<file path="src/rtl/dpfm_pkg.sv">
// ---------------------------------------------------------------------------
// dpfm_pkg
// Shared constants for the dual pulse flow meter: register indexes, command
// codes, lock bits, reset values and arithmetic widths.
// ---------------------------------------------------------------------------
package dpfm_pkg;

  // command codes of an input transfer
  localparam logic [1:0] CMD_EDGE  = 2'd0;
  localparam logic [1:0] CMD_TICK  = 2'd1;
  localparam logic [1:0] CMD_CLEAR = 2'd2;

  // configuration register indexes
  localparam int unsigned CFG_IDX_W = 3;
  localparam logic [CFG_IDX_W-1:0] REG_EDGE_MODE   = 3'd0;
  localparam logic [CFG_IDX_W-1:0] REG_PULSES_PER_L = 3'd1;
  localparam logic [CFG_IDX_W-1:0] REG_RATE_PERIOD = 3'd2;
  localparam logic [CFG_IDX_W-1:0] REG_ZERO_WINDOW = 3'd3;
  localparam logic [CFG_IDX_W-1:0] REG_BOOT_MASK   = 3'd4;
  localparam logic [CFG_IDX_W-1:0] REG_IDLE_LIMIT  = 3'd5;

  // configuration reset values
  localparam logic [15:0] PPL_RST         = 16'd450;
  localparam logic [15:0] RATE_PERIOD_RST = 16'd100;
  localparam logic [15:0] ZERO_WINDOW_RST = 16'd1000;
  localparam logic [15:0] BOOT_MASK_RST   = 16'd300;
  localparam logic [31:0] IDLE_LIMIT_RST  = 32'd1000;

  // interlock bits
  localparam logic [3:0] LOCK_A_RISE = 4'h1;
  localparam logic [3:0] LOCK_A_FALL = 4'h2;
  localparam logic [3:0] LOCK_B_RISE = 4'h4;
  localparam logic [3:0] LOCK_B_FALL = 4'h8;
  localparam logic [3:0] LOCK_A_BITS = LOCK_A_RISE | LOCK_A_FALL;
  localparam logic [3:0] LOCK_B_BITS = LOCK_B_RISE | LOCK_B_FALL;

  // flow arithmetic: count * 60e6 fits 58 bits, ms * pulses/l fits 48 bits
  localparam logic [31:0] MILLI_LPM_SCALE = 32'd60000000;
  localparam int unsigned NUM_W = 58;
  localparam int unsigned DEN_W = 48;

endpackage

</file>
<file path="src/rtl/dpfm_div.sv">
// ---------------------------------------------------------------------------
// dpfm_div
// Restoring divider, one quotient bit per cycle. Divides a 58-bit numerator
// by a nonzero 48-bit denominator and pulses done with the full quotient.
// ---------------------------------------------------------------------------
module dpfm_div (
  input  logic                      clk,
  input  logic                      rst_n,
  input  logic                      start,
  input  logic [dpfm_pkg::NUM_W-1:0] num,
  input  logic [dpfm_pkg::DEN_W-1:0] den,
  output logic                      done,
  output logic [dpfm_pkg::NUM_W-1:0] quo
);
  import dpfm_pkg::*;

  localparam int unsigned CNT_W = $clog2(NUM_W + 1);

  logic [DEN_W-1:0] den_r;
  logic [DEN_W-1:0] rem_r;
  logic [NUM_W-1:0] quo_r;
  logic [CNT_W-1:0] cnt_r;
  logic             busy_r;
  logic             done_r;
  logic [DEN_W:0]   trial;
  logic [DEN_W:0]   diff;
  logic             fits;

  // one shift-subtract step
  assign trial = {rem_r, quo_r[NUM_W-1]};
  assign diff  = trial - {1'b0, den_r};
  assign fits  = (trial >= {1'b0, den_r});

  always_ff @(posedge clk) begin
    if (!rst_n) begin
      busy_r <= 1'b0;
      done_r <= 1'b0;
      cnt_r  <= '0;
    end else begin
      done_r <= 1'b0;
      if (start) begin
        busy_r <= 1'b1;
        cnt_r  <= CNT_W'(NUM_W);
        den_r  <= den;
        rem_r  <= '0;
        quo_r  <= num;
      end else if (busy_r) begin
        rem_r <= fits ? diff[DEN_W-1:0] : trial[DEN_W-1:0];
        quo_r <= {quo_r[NUM_W-2:0], fits};
        cnt_r <= cnt_r - CNT_W'(1);
        if (cnt_r == CNT_W'(1)) begin
          busy_r <= 1'b0;
          done_r <= 1'b1;
        end
      end
    end
  end

  assign done = done_r;
  assign quo  = quo_r;

endmodule

</file>
<file path="src/rtl/dual_pulse_flow_meter_core.sv">
// ---------------------------------------------------------------------------
// dual_pulse_flow_meter_core
// Counts qualified edges of two meter pulse lines, keeps a millisecond time
// base and computes flow in millilitres per minute with a shared multiplier
// and an iterative divider.
//
//   channel  ports                                   handshake
//   input    in_command, in_channel, in_rising       in_valid / in_stall
//   result   out_pulse_count, out_flow_milli_lpm,    out_valid / out_stall
//            out_flow_active, out_lock_state,
//            out_capture_enabled
//   config   cfg_we, cfg_index, cfg_wdata            write on cfg_we
//
// Edge, clear and no-op transfers go from ST_IDLE straight to ST_FIN. A tick
// passes ST_TICK; a due rate adds two passes through the shared multiplier
// and, for a nonzero divisor, 58 steps of the one-bit-per-cycle divider.
// One item is in work at a time; in_stall is high until its result is loaded.
// The result register lets the next item in while the last result waits.
// Reset is synchronous: counters, snapshots and state clear, config reloads.
// ---------------------------------------------------------------------------
module dual_pulse_flow_meter_core (
  input  logic        clk,
  input  logic        rst_n,
  // input channel
  input  logic        in_valid,
  output logic        in_stall,
  input  logic [1:0]  in_command,
  input  logic        in_channel,
  input  logic        in_rising,
  // result channel
  output logic        out_valid,
  input  logic        out_stall,
  output logic [31:0] out_pulse_count,
  output logic [31:0] out_flow_milli_lpm,
  output logic        out_flow_active,
  output logic [3:0]  out_lock_state,
  output logic        out_capture_enabled,
  // configuration port
  input  logic        cfg_we,
  input  logic [dpfm_pkg::CFG_IDX_W-1:0] cfg_index,
  input  logic [31:0] cfg_wdata
);
  import dpfm_pkg::*;

  typedef enum logic [2:0] {
    ST_IDLE,
    ST_TICK,
    ST_MUL_N,
    ST_MUL_D,
    ST_DIV_GO,
    ST_DIV_WAIT,
    ST_FIN
  } state_t;

  // configuration registers
  logic        edge_mode_r;
  logic [15:0] ppl_r;
  logic [15:0] rate_period_r;
  logic [15:0] zero_window_r;
  logic [15:0] boot_mask_r;
  logic [31:0] idle_limit_r;

  // meter state
  state_t      state_r;
  logic [31:0] ms_time_r;
  logic [31:0] count_r;
  logic [31:0] count_rate_r;
  logic [31:0] time_rate_r;
  logic [31:0] time_zero_r;
  logic [31:0] count_zero_r;
  logic [31:0] flow_r;
  logic [3:0]  locks_r;
  logic        wait_b_r;
  logic        enabled_r;
  logic [31:0] last_pulse_r;
  logic        seen_r;

  // rate computation
  logic [31:0]      diff_count_r;
  logic [31:0]      elapsed_r;
  logic [NUM_W-1:0] num_r;
  logic [DEN_W-1:0] den_r;

  // result register
  logic        out_valid_r;
  logic [31:0] out_count_r;
  logic [31:0] out_flow_r;
  logic        out_active_r;
  logic [3:0]  out_lock_r;
  logic        out_enabled_r;

  logic        in_xfer;
  logic        out_load;
  logic [31:0] ms_inc;
  logic [31:0] elapsed;
  logic [31:0] zero_age;
  logic        zero_hit;
  logic [3:0]  lock_kept;
  logic [3:0]  edge_lock;
  logic        take;
  logic [3:0]  lock_nxt;
  logic        wait_b_nxt;
  logic [31:0] mul_a;
  logic [31:0] mul_b;
  logic [63:0] mul_p;
  logic        div_start;
  logic        div_done;
  logic [NUM_W-1:0] div_quo;
  logic [31:0] pulse_age;

  assign in_xfer  = in_valid && !in_stall;
  assign in_stall = (state_r != ST_IDLE);
  assign ms_inc   = ms_time_r + 32'd1;
  assign out_load = (state_r == ST_FIN) && (!out_valid_r || !out_stall);

  // configuration writes
  always_ff @(posedge clk) begin
    if (!rst_n) begin
      edge_mode_r   <= 1'b0;
      ppl_r         <= PPL_RST;
      rate_period_r <= RATE_PERIOD_RST;
      zero_window_r <= ZERO_WINDOW_RST;
      boot_mask_r   <= BOOT_MASK_RST;
      idle_limit_r  <= IDLE_LIMIT_RST;
    end else if (cfg_we) begin
      case (cfg_index)
        REG_EDGE_MODE:    edge_mode_r   <= cfg_wdata[0];
        REG_PULSES_PER_L: ppl_r         <= cfg_wdata[15:0];
        REG_RATE_PERIOD:  rate_period_r <= cfg_wdata[15:0];
        REG_ZERO_WINDOW:  zero_window_r <= cfg_wdata[15:0];
        REG_BOOT_MASK:    boot_mask_r   <= cfg_wdata[15:0];
        REG_IDLE_LIMIT:   idle_limit_r  <= cfg_wdata;
        default: ;
      endcase
    end
  end

  // edge qualification for both modes
  always_comb begin
    lock_kept  = locks_r & (in_channel ? ~LOCK_A_BITS : ~LOCK_B_BITS);
    edge_lock  = in_channel ? (in_rising ? LOCK_B_RISE : LOCK_B_FALL)
                            : (in_rising ? LOCK_A_RISE : LOCK_A_FALL);
    take       = 1'b0;
    lock_nxt   = locks_r;
    wait_b_nxt = wait_b_r;
    if (enabled_r) begin
      if (edge_mode_r) begin
        lock_nxt = lock_kept | edge_lock;
        take     = ((lock_kept & edge_lock) == 4'h0);
      end else if (!in_rising && (in_channel == wait_b_r)) begin
        take       = 1'b1;
        wait_b_nxt = !wait_b_r;
      end
    end
  end

  // rate and zero window checks
  assign elapsed  = ms_time_r - time_rate_r;
  assign zero_age = ms_time_r - time_zero_r;
  assign zero_hit = (zero_age >= {16'h0, zero_window_r});

  // shared multiplier
  always_comb begin
    if (state_r == ST_MUL_D) begin
      mul_a = elapsed_r;
      mul_b = {16'h0, ppl_r};
    end else begin
      mul_a = diff_count_r;
      mul_b = MILLI_LPM_SCALE;
    end
  end
  assign mul_p = {32'h0, mul_a} * {32'h0, mul_b};

  assign div_start = (state_r == ST_DIV_GO) && (den_r != '0);
  assign pulse_age = ms_time_r - last_pulse_r;

  dpfm_div u_div (
    .clk   (clk),
    .rst_n (rst_n),
    .start (div_start),
    .num   (num_r),
    .den   (den_r),
    .done  (div_done),
    .quo   (div_quo)
  );

  // sequencer and meter state
  always_ff @(posedge clk) begin
    if (!rst_n) begin
      state_r      <= ST_IDLE;
      ms_time_r    <= '0;
      count_r      <= '0;
      count_rate_r <= '0;
      time_rate_r  <= '0;
      time_zero_r  <= '0;
      count_zero_r <= '0;
      flow_r       <= '0;
      locks_r      <= '0;
      wait_b_r     <= 1'b0;
      enabled_r    <= 1'b0;
      last_pulse_r <= '0;
      seen_r       <= 1'b0;
      out_valid_r  <= 1'b0;
    end else begin
      // result register fill and drain
      if (out_load) begin
        out_valid_r <= 1'b1;
      end else if (out_valid_r && !out_stall) begin
        out_valid_r <= 1'b0;
      end
      case (state_r)
        ST_IDLE: begin
          if (in_xfer) begin
            state_r <= ST_FIN;
            case (in_command)
              CMD_EDGE: begin
                locks_r  <= lock_nxt;
                wait_b_r <= wait_b_nxt;
                if (take) begin
                  count_r      <= count_r + 32'd1;
                  last_pulse_r <= ms_time_r;
                  seen_r       <= 1'b1;
                end
              end
              CMD_TICK: begin
                ms_time_r <= ms_inc;
                if (ms_inc >= {16'h0, boot_mask_r}) begin
                  enabled_r <= 1'b1;
                end
                state_r <= ST_TICK;
              end
              CMD_CLEAR: begin
                count_r      <= '0;
                locks_r      <= '0;
                wait_b_r     <= 1'b0;
                last_pulse_r <= '0;
                seen_r       <= 1'b0;
                count_rate_r <= '0;
                count_zero_r <= '0;
                flow_r       <= '0;
              end
              default: ;
            endcase
          end
        end
        ST_TICK: begin
          state_r <= ST_FIN;
          if (elapsed >= {16'h0, rate_period_r}) begin
            diff_count_r <= count_r - count_rate_r;
            elapsed_r    <= elapsed;
            count_rate_r <= count_r;
            time_rate_r  <= ms_time_r;
            if (zero_hit) begin
              count_zero_r <= count_r;
              time_zero_r  <= ms_time_r;
            end
            if (zero_hit && (count_r == count_zero_r)) begin
              flow_r <= '0;
            end else if (elapsed != 32'h0) begin
              state_r <= ST_MUL_N;
            end
          end
        end
        ST_MUL_N: begin
          num_r   <= mul_p[NUM_W-1:0];
          state_r <= ST_MUL_D;
        end
        ST_MUL_D: begin
          den_r   <= mul_p[DEN_W-1:0];
          state_r <= ST_DIV_GO;
        end
        ST_DIV_GO: begin
          if (den_r == '0) begin
            flow_r  <= (num_r != '0) ? 32'hFFFF_FFFF : 32'h0;
            state_r <= ST_FIN;
          end else begin
            state_r <= ST_DIV_WAIT;
          end
        end
        ST_DIV_WAIT: begin
          if (div_done) begin
            flow_r  <= (div_quo[NUM_W-1:32] != '0) ? 32'hFFFF_FFFF : div_quo[31:0];
            state_r <= ST_FIN;
          end
        end
        ST_FIN: begin
          // load the result once the register is free
          if (out_load) begin
            out_count_r   <= count_r;
            out_flow_r    <= flow_r;
            out_active_r  <= seen_r && (pulse_age < idle_limit_r);
            out_lock_r    <= edge_mode_r ? locks_r : {3'b000, wait_b_r};
            out_enabled_r <= enabled_r;
            state_r       <= ST_IDLE;
          end
        end
        default: state_r <= ST_IDLE;
      endcase
    end
  end

  assign out_valid           = out_valid_r;
  assign out_pulse_count     = out_count_r;
  assign out_flow_milli_lpm  = out_flow_r;
  assign out_flow_active     = out_active_r;
  assign out_lock_state      = out_lock_r;
  assign out_capture_enabled = out_enabled_r;

endmodule
</file>
<file path="config.mk">
export PLATFORM = sky130hd
export DESIGN_NAME = dual_pulse_flow_meter_core
export DESIGN_NICKNAME = d
export VERILOG_FILES = /design/src/rtl/dpfm_pkg.sv /design/src/rtl/dpfm_div.sv /design/src/rtl/dual_pulse_flow_meter_core.sv
export SDC_FILE = /design/constraint.sdc
export NUM_CORES = 2
export LEC_CHECK = 0
export ABC_CLOCK_PERIOD_IN_PS = 23400
export BUFFER_PORTS_ARGS = -buffer_cell sky130_fd_sc_hd__clkbuf_2
export CORE_MARGIN = 2
export CORE_UTILIZATION = 65
export CTS_CLUSTER_DIAMETER = 40
export DETAILED_ROUTE_END_ITERATION = 6
export PLACE_DENSITY = 0.88
export SYNTH_ARGS = -nofsm -noshare
export SYNTH_HDL_FRONTEND = slang
export SYNTH_SLANG_ARGS = --single-unit
</file>
<file path="constraint.sdc">
create_clock -name clk -period 23.4 [get_ports clk]
set_input_delay 0 -clock clk [delete_from_list [all_inputs] [get_ports clk]]
set_output_delay 0 -clock clk [all_outputs]
set_load 0.02 [all_outputs]
</file>
==> impl_metrics.prom <==
# TYPE chip_impl_metric gauge
chip_impl_info{name="result_of_the_run",value="finished, violations left"} 1
chip_impl_info{name="violations",value="DRC"} 1
chip_impl_metric{name="overall_routing_resource_usage",unit="%"} 34.9
chip_impl_metric{name="standard_cell_rows",unit=""} 115
chip_impl_metric{name="worst_pin_slew",unit="ns"} 1.32
chip_impl_metric{name="r2r.worst_path.cells",unit=""} 28
chip_impl_metric{name="first_global_vias",unit=""} 53300
chip_impl_metric{name="finalNetCount",unit=""} 8054
chip_impl_info{name="synth_ff_type",value="sky130_fd_sc_hd__edfxtp_1"} 1
chip_impl_info{name="regToRegEndpoint",value="num_r[54]"} 1
chip_impl_metric{name="final_antenna_net_count",unit=""} 0
chip_impl_metric{name="path_clk_slew",unit="ns"} 0.06
chip_impl_info{name="worst_r2r_startpoint",value="state_r[1]"} 1
chip_impl_metric{name="timing.setup.tns",unit="ns"} 0
chip_impl_metric{name="routed_wire_length_per_instance",unit="um"} 21.5
chip_impl_metric{name="starting_utilization_of_the_core_area",unit="%"} 65.3
chip_impl_metric{name="ioPinCount",unit=""} 116
chip_impl_metric{name="synth-edff-count",unit=""} 394
chip_impl_info{name="slowest_stage",value="sky130_fd_sc_hd__dfxtp_1"} 1
chip_impl_metric{name="insertion_delay_of_the_later_clocked_pin_in_the_worst_skew_pair",unit="ns"} 0.72
chip_impl_metric{name="hpwl",unit="um"} 128000
chip_impl_metric{name="yosys_warnings",unit=""} 0
chip_impl_info{name="timing.critical_path.from_type",value="flip-flop"} 1
chip_impl_metric{name="min_period_over_period",unit="%"} 46.7
chip_impl_metric{name="worst-path-max-fanout",unit=""} 107
chip_impl_metric{name="p_int",unit="mW"} 4.27
chip_impl_metric{name="sw_share",unit="%"} 41.7
chip_impl_metric{name="vdd_ir_drop_max",unit="mV"} 0.142
chip_impl_metric{name="synth.cell_area",unit="mm^2"} 0.0640
chip_impl_metric{name="drt-initial-drc-count",unit=""} 6222
chip_impl_metric{name="grt_max_degree",unit=""} 216
chip_impl_metric{name="floorplan.core_area",unit="mm^2"} 0.0980
chip_impl_metric{name="power_density",unit="mW/mm^2"} 106
chip_impl_metric{name="maxCapViolations",unit=""} 0
chip_impl_metric{name="die-height",unit="um"} 318
chip_impl_metric{name="timing.clock.skew",unit="ns"} 0.0461
chip_impl_metric{name="async_flop_share",unit="%"} 0
chip_impl_metric{name="synth.net_count",unit=""} 8105
chip_impl_metric{name="fin_total_pwr",unit="mW"} 7.32
chip_impl_metric{name="numCtsBuffers",unit=""} 99
chip_impl_metric{name="timing.max_slew.rel_slack",unit="%"} 11.8
chip_impl_metric{name="clkPwrFrac",unit="%"} 22.1
chip_impl_metric{name="sequentialPowerShare",unit="%"} 26.8
chip_impl_metric{name="drcViolationCount",unit=""} 1
chip_impl_metric{name="postCtsSetupBuffers",unit=""} 0
chip_impl_metric{name="avgViaCountPerCell",unit=""} 6.28
chip_impl_metric{name="syn_avg_cell_area",unit="um^2"} 9.15
chip_impl_metric{name="report.final.slew_viol_count",unit=""} 0
chip_impl_metric{name="hold_vio_cnt_final",unit=""} 0
chip_impl_info{name="critical_path.most_common_cell",value="sky130_fd_sc_hd__fa_1"} 1
chip_impl_metric{name="ys_ff_latch",unit=""} 766
chip_impl_metric{name="die_x_extent",unit="um"} 318
chip_impl_metric{name="globalplace.congestion",unit=""} 0.987
chip_impl_metric{name="final.fill_count",unit=""} 6778
chip_impl_info{name="hp-class",value="in2reg"} 1
chip_impl_metric{name="route.vias.total",unit=""} 52300
chip_impl_metric{name="postSynthCellCount",unit=""} 6993
chip_impl_metric{name="synth_seq_area_share",unit="%"} 30.1
chip_impl_metric{name="design.die.area",unit="mm^2"} 0.101
chip_impl_metric{name="switchingPower",unit="mW"} 3.05
chip_impl_metric{name="post-route-min-period",unit="ns"} 10.94
chip_impl_info{name="timing.critical_path.to_type",value="flip-flop"} 1
chip_impl_metric{name="h-tree-depth",unit=""} 3
chip_impl_info{name="criticalPathCategory",value="reg2reg"} 1
chip_impl_metric{name="total_leakage_power",unit="nW"} 31.5
chip_impl_metric{name="setup_viol",unit=""} 0
chip_impl_metric{name="pwr-share-comb",unit="%"} 51.1
chip_impl_metric{name="timing.reg2reg.setup_slack",unit="ns"} 12.46
chip_impl_metric{name="critical_path.max_stage_delay",unit="ns"} 0.99
chip_impl_metric{name="buffer_ports.inserted",unit=""} 115
chip_impl_metric{name="min_path_cells",unit=""} 5
chip_impl_metric{name="cts.path.max_buffers",unit=""} 3
chip_impl_metric{name="initial_antenna_violation_count",unit=""} 1
chip_impl_info{name="tritoncts",value="yes"} 1
chip_impl_info{name="holdPathEnd",value="idle_limit_r[16]"} 1
chip_impl_metric{name="max_freq",unit="MHz"} 91.4
chip_impl_info{name="clk_root_buffer_cell",value="sky130_fd_sc_hd__clkbuf_16"} 1
chip_impl_metric{name="drt_first_pass_iters",unit=""} 7
chip_impl_metric{name="grt_overflow_total",unit=""} 0
chip_impl_metric{name="worst_ep_required_time",unit="ns"} 23.83
chip_impl_metric{name="clock_sink_count",unit=""} 766
chip_impl_metric{name="area_growth_syn_to_layout",unit="%"} 8.31
chip_impl_metric{name="global_route_wire_length_before_repair",unit="um"} 282000
chip_impl_metric{name="share_of_cells_above_drive_strength_1",unit="%"} 6.42
chip_impl_info{name="hold_path_startpoint",value="cfg_index[2]"} 1
chip_impl_info{name="unrepaired_setup_endpoints_after_global_routing",value="false"} 1
chip_impl_metric{name="synth_cell_types",unit=""} 92
chip_impl_metric{name="route.final.wire_length",unit="um"} 179000
chip_impl_metric{name="wp_data_arrival",unit="ns"} 11.36
[through the flow]
stage | hold slack, ns | worst slack, ns | utilization (%) | instance area (um^2) | cells
floorplan | 0.124 | 14.89 | - | 64000 | 6993
global placement | 0.223 | 13.03 | 66.6 | 65200 | 8078
detailed placement | 0.229 | 12.83 | 66.6 | 65200 | 8078
CTS | 0.000451 | 12.73 | 70.7 | 69300 | 8315
global route | 0.0712 | 11.92 | 70.7 | 69300 | 8316
finish | 0.0614 | 12.46 | 70.7 | 69300 | 8316
[power groups by stage]
stage / Combinational [mW] / Sequential (mW) / Clock, mW
2_1_floorplan: 2.70 / 1.94 / 0
3_3_place_gp: 3.42 / 1.98 / 0
3_5_place_dp: 3.59 / 1.98 / 0
4_1_cts: 3.66 / 1.96 / 1.62
5_1_grt: 4.11 / 1.97 / 1.67
6_report: 3.74 / 1.96 / 1.62
[cells by family after synthesis]
logic type	after synthesis	share of synthesized area, %
AOI/OAI and AO/OA	1219	12.3
xor gates and xnor gates	323	4.42
adders and majority gates	1069	27.5
buffers and inverters	1269	7.56
DFF	766	30.1
muxes	76	1.21
and+or+nand+nor	2271	16.8
[layout make-up]
cell class / instances / area [um^2] / share of cell area (%)
multi-input cells: 4958 / 40000 / 57.7
inverters: 894 / 3360 / 4.85
diodes: 1 / 2.50 / 0.00361
well taps: 1287 / 1610 / 2.32
clock inverters: 72 / 876 / 1.26
repair buffers: 223 / 1530 / 2.20
clock buffers: 115 / 2680 / 3.87
flip-flops and latches: 766 / 19300 / 27.8
[registers in the layout, summed over array words and instances, names as in the netlist, 48 cells and up]
name / flops
u_div.den_r: 48
num_r: 58
u_div.rem_r: 48
u_div.quo: 58
den_r: 48
[repair_timing]
item,in CTS,in global routing
endpoints found under the hold margin,144,0
resized for setup,0,0
setup endpoints to repair,0,0
hold buffers,50,0
[synth_stat cells, types with 35 or more instances]
cell                       number  area (um^2)
sky130_fd_sc_hd__mux2i_1       73          731
sky130_fd_sc_hd__nand3_1      205         1030
sky130_fd_sc_hd__a31oi_1       43          269
sky130_fd_sc_hd__and3_1       241         1510
sky130_fd_sc_hd__dfxtp_1      372         7450
sky130_fd_sc_hd__a21o_1       159         1190
sky130_fd_sc_hd__a21oi_1      458         2290
sky130_fd_sc_hd__fa_1         564        11300
sky130_fd_sc_hd__clkbuf_1     335         1260
sky130_fd_sc_hd__ha_1         504         6310
sky130_fd_sc_hd__nand2b_1      81          507
sky130_fd_sc_hd__xnor2_1      206         1800
sky130_fd_sc_hd__nand4_1       61          382
sky130_fd_sc_hd__o21ai_0      190          951
sky130_fd_sc_hd__and2_1       115          719
sky130_fd_sc_hd__o211ai_1      39          293
sky130_fd_sc_hd__nor4_1        46          288
sky130_fd_sc_hd__nor2b_1       35          219
sky130_fd_sc_hd__xor2_1       117         1020
sky130_fd_sc_hd__nor3_1        72          360
sky130_fd_sc_hd__nor2_1       288         1080
sky130_fd_sc_hd__or3_1         61          382
sky130_fd_sc_hd__edfxtp_1     394        11800
sky130_fd_sc_hd__nand2_1      995         3730
sky130_fd_sc_hd__inv_1        893         3350
sky130_fd_sc_hd__o21a_1        70          526
[worst max-delay path: cells and delay by family, from the launching register on]
family | cells | cell delay, ns
xor+xnor | 1 | 0.15
fa+ha+maj | 8 | 3.82
buf+inv | 7 | 1.66
compound gates | 10 | 2.75
simple gates | 2 | 1.16
flops | 1 | 0.99
[worst max path at each step]
stage	slack (ns)	end	startpoint
6_report	12.46	num_r[54]	state_r[1]
5_1_grt	11.92	num_r[54]	state_r[1]
4_1_cts	12.73	num_r[54]	state_r[1]
3_5_place_dp	12.83	num_r[54]	state_r[1]
3_3_place_gp	13.03	num_r[54]	state_r[1]
2_1_floorplan	14.89	num_r[54]	state_r[0]
[per-layer routing]
layer  global-route usage [%]  up-vias  share of wire (%)
met5                        0        -                  0
met4                     19.9        0                6.2
met3                     7.44      778                9.7
met2                     57.9     3068                 47
met1                     42.4    25000                 37
li1                         -    23400                  -
[placed cells by master (no fill, tap or decap), types with 14 or more instances in the layout]
| cell | n |
|---|---|
| sky130_fd_sc_hd__nand2_1 | 994 |
| sky130_fd_sc_hd__inv_1 | 892 |
| sky130_fd_sc_hd__fa_1 | 564 |
| sky130_fd_sc_hd__ha_1 | 504 |
| sky130_fd_sc_hd__a21oi_1 | 458 |
| sky130_fd_sc_hd__edfxtp_1 | 394 |
| sky130_fd_sc_hd__dfxtp_1 | 372 |
| sky130_fd_sc_hd__nor2_1 | 283 |
| sky130_fd_sc_hd__and3_1 | 239 |
| sky130_fd_sc_hd__xnor2_1 | 206 |
| sky130_fd_sc_hd__nand3_1 | 205 |
| sky130_fd_sc_hd__o21ai_0 | 189 |
| sky130_fd_sc_hd__a21o_1 | 159 |
| sky130_fd_sc_hd__xor2_1 | 117 |
| sky130_fd_sc_hd__and2_1 | 114 |
| sky130_fd_sc_hd__clkbuf_2 | 114 |
| sky130_fd_sc_hd__clkbuf_16 | 103 |
| sky130_fd_sc_hd__nand2b_1 | 81 |
| sky130_fd_sc_hd__mux2i_1 | 73 |
| sky130_fd_sc_hd__nor3_1 | 72 |
| sky130_fd_sc_hd__o21a_1 | 70 |
| sky130_fd_sc_hd__or3_1 | 61 |
| sky130_fd_sc_hd__nand4_1 | 61 |
| sky130_fd_sc_hd__buf_4 | 58 |
| sky130_fd_sc_hd__dlygate4sd3_1 | 50 |
| sky130_fd_sc_hd__nor4_1 | 46 |
| sky130_fd_sc_hd__a31oi_1 | 43 |
| sky130_fd_sc_hd__o211ai_1 | 39 |
| sky130_fd_sc_hd__nor2b_1 | 35 |
| sky130_fd_sc_hd__a211oi_1 | 34 |
| sky130_fd_sc_hd__o221a_2 | 32 |
| sky130_fd_sc_hd__o21bai_1 | 20 |
| sky130_fd_sc_hd__a31o_2 | 18 |
| sky130_fd_sc_hd__or2_2 | 16 |
| sky130_fd_sc_hd__o2111ai_1 | 14 |
| sky130_fd_sc_hd__o22ai_1 | 14 |
| sky130_fd_sc_hd__inv_8 | 14 |
| sky130_fd_sc_hd__inv_6 | 14 |
No activity file was read; power rests on OpenSTA's default activity.
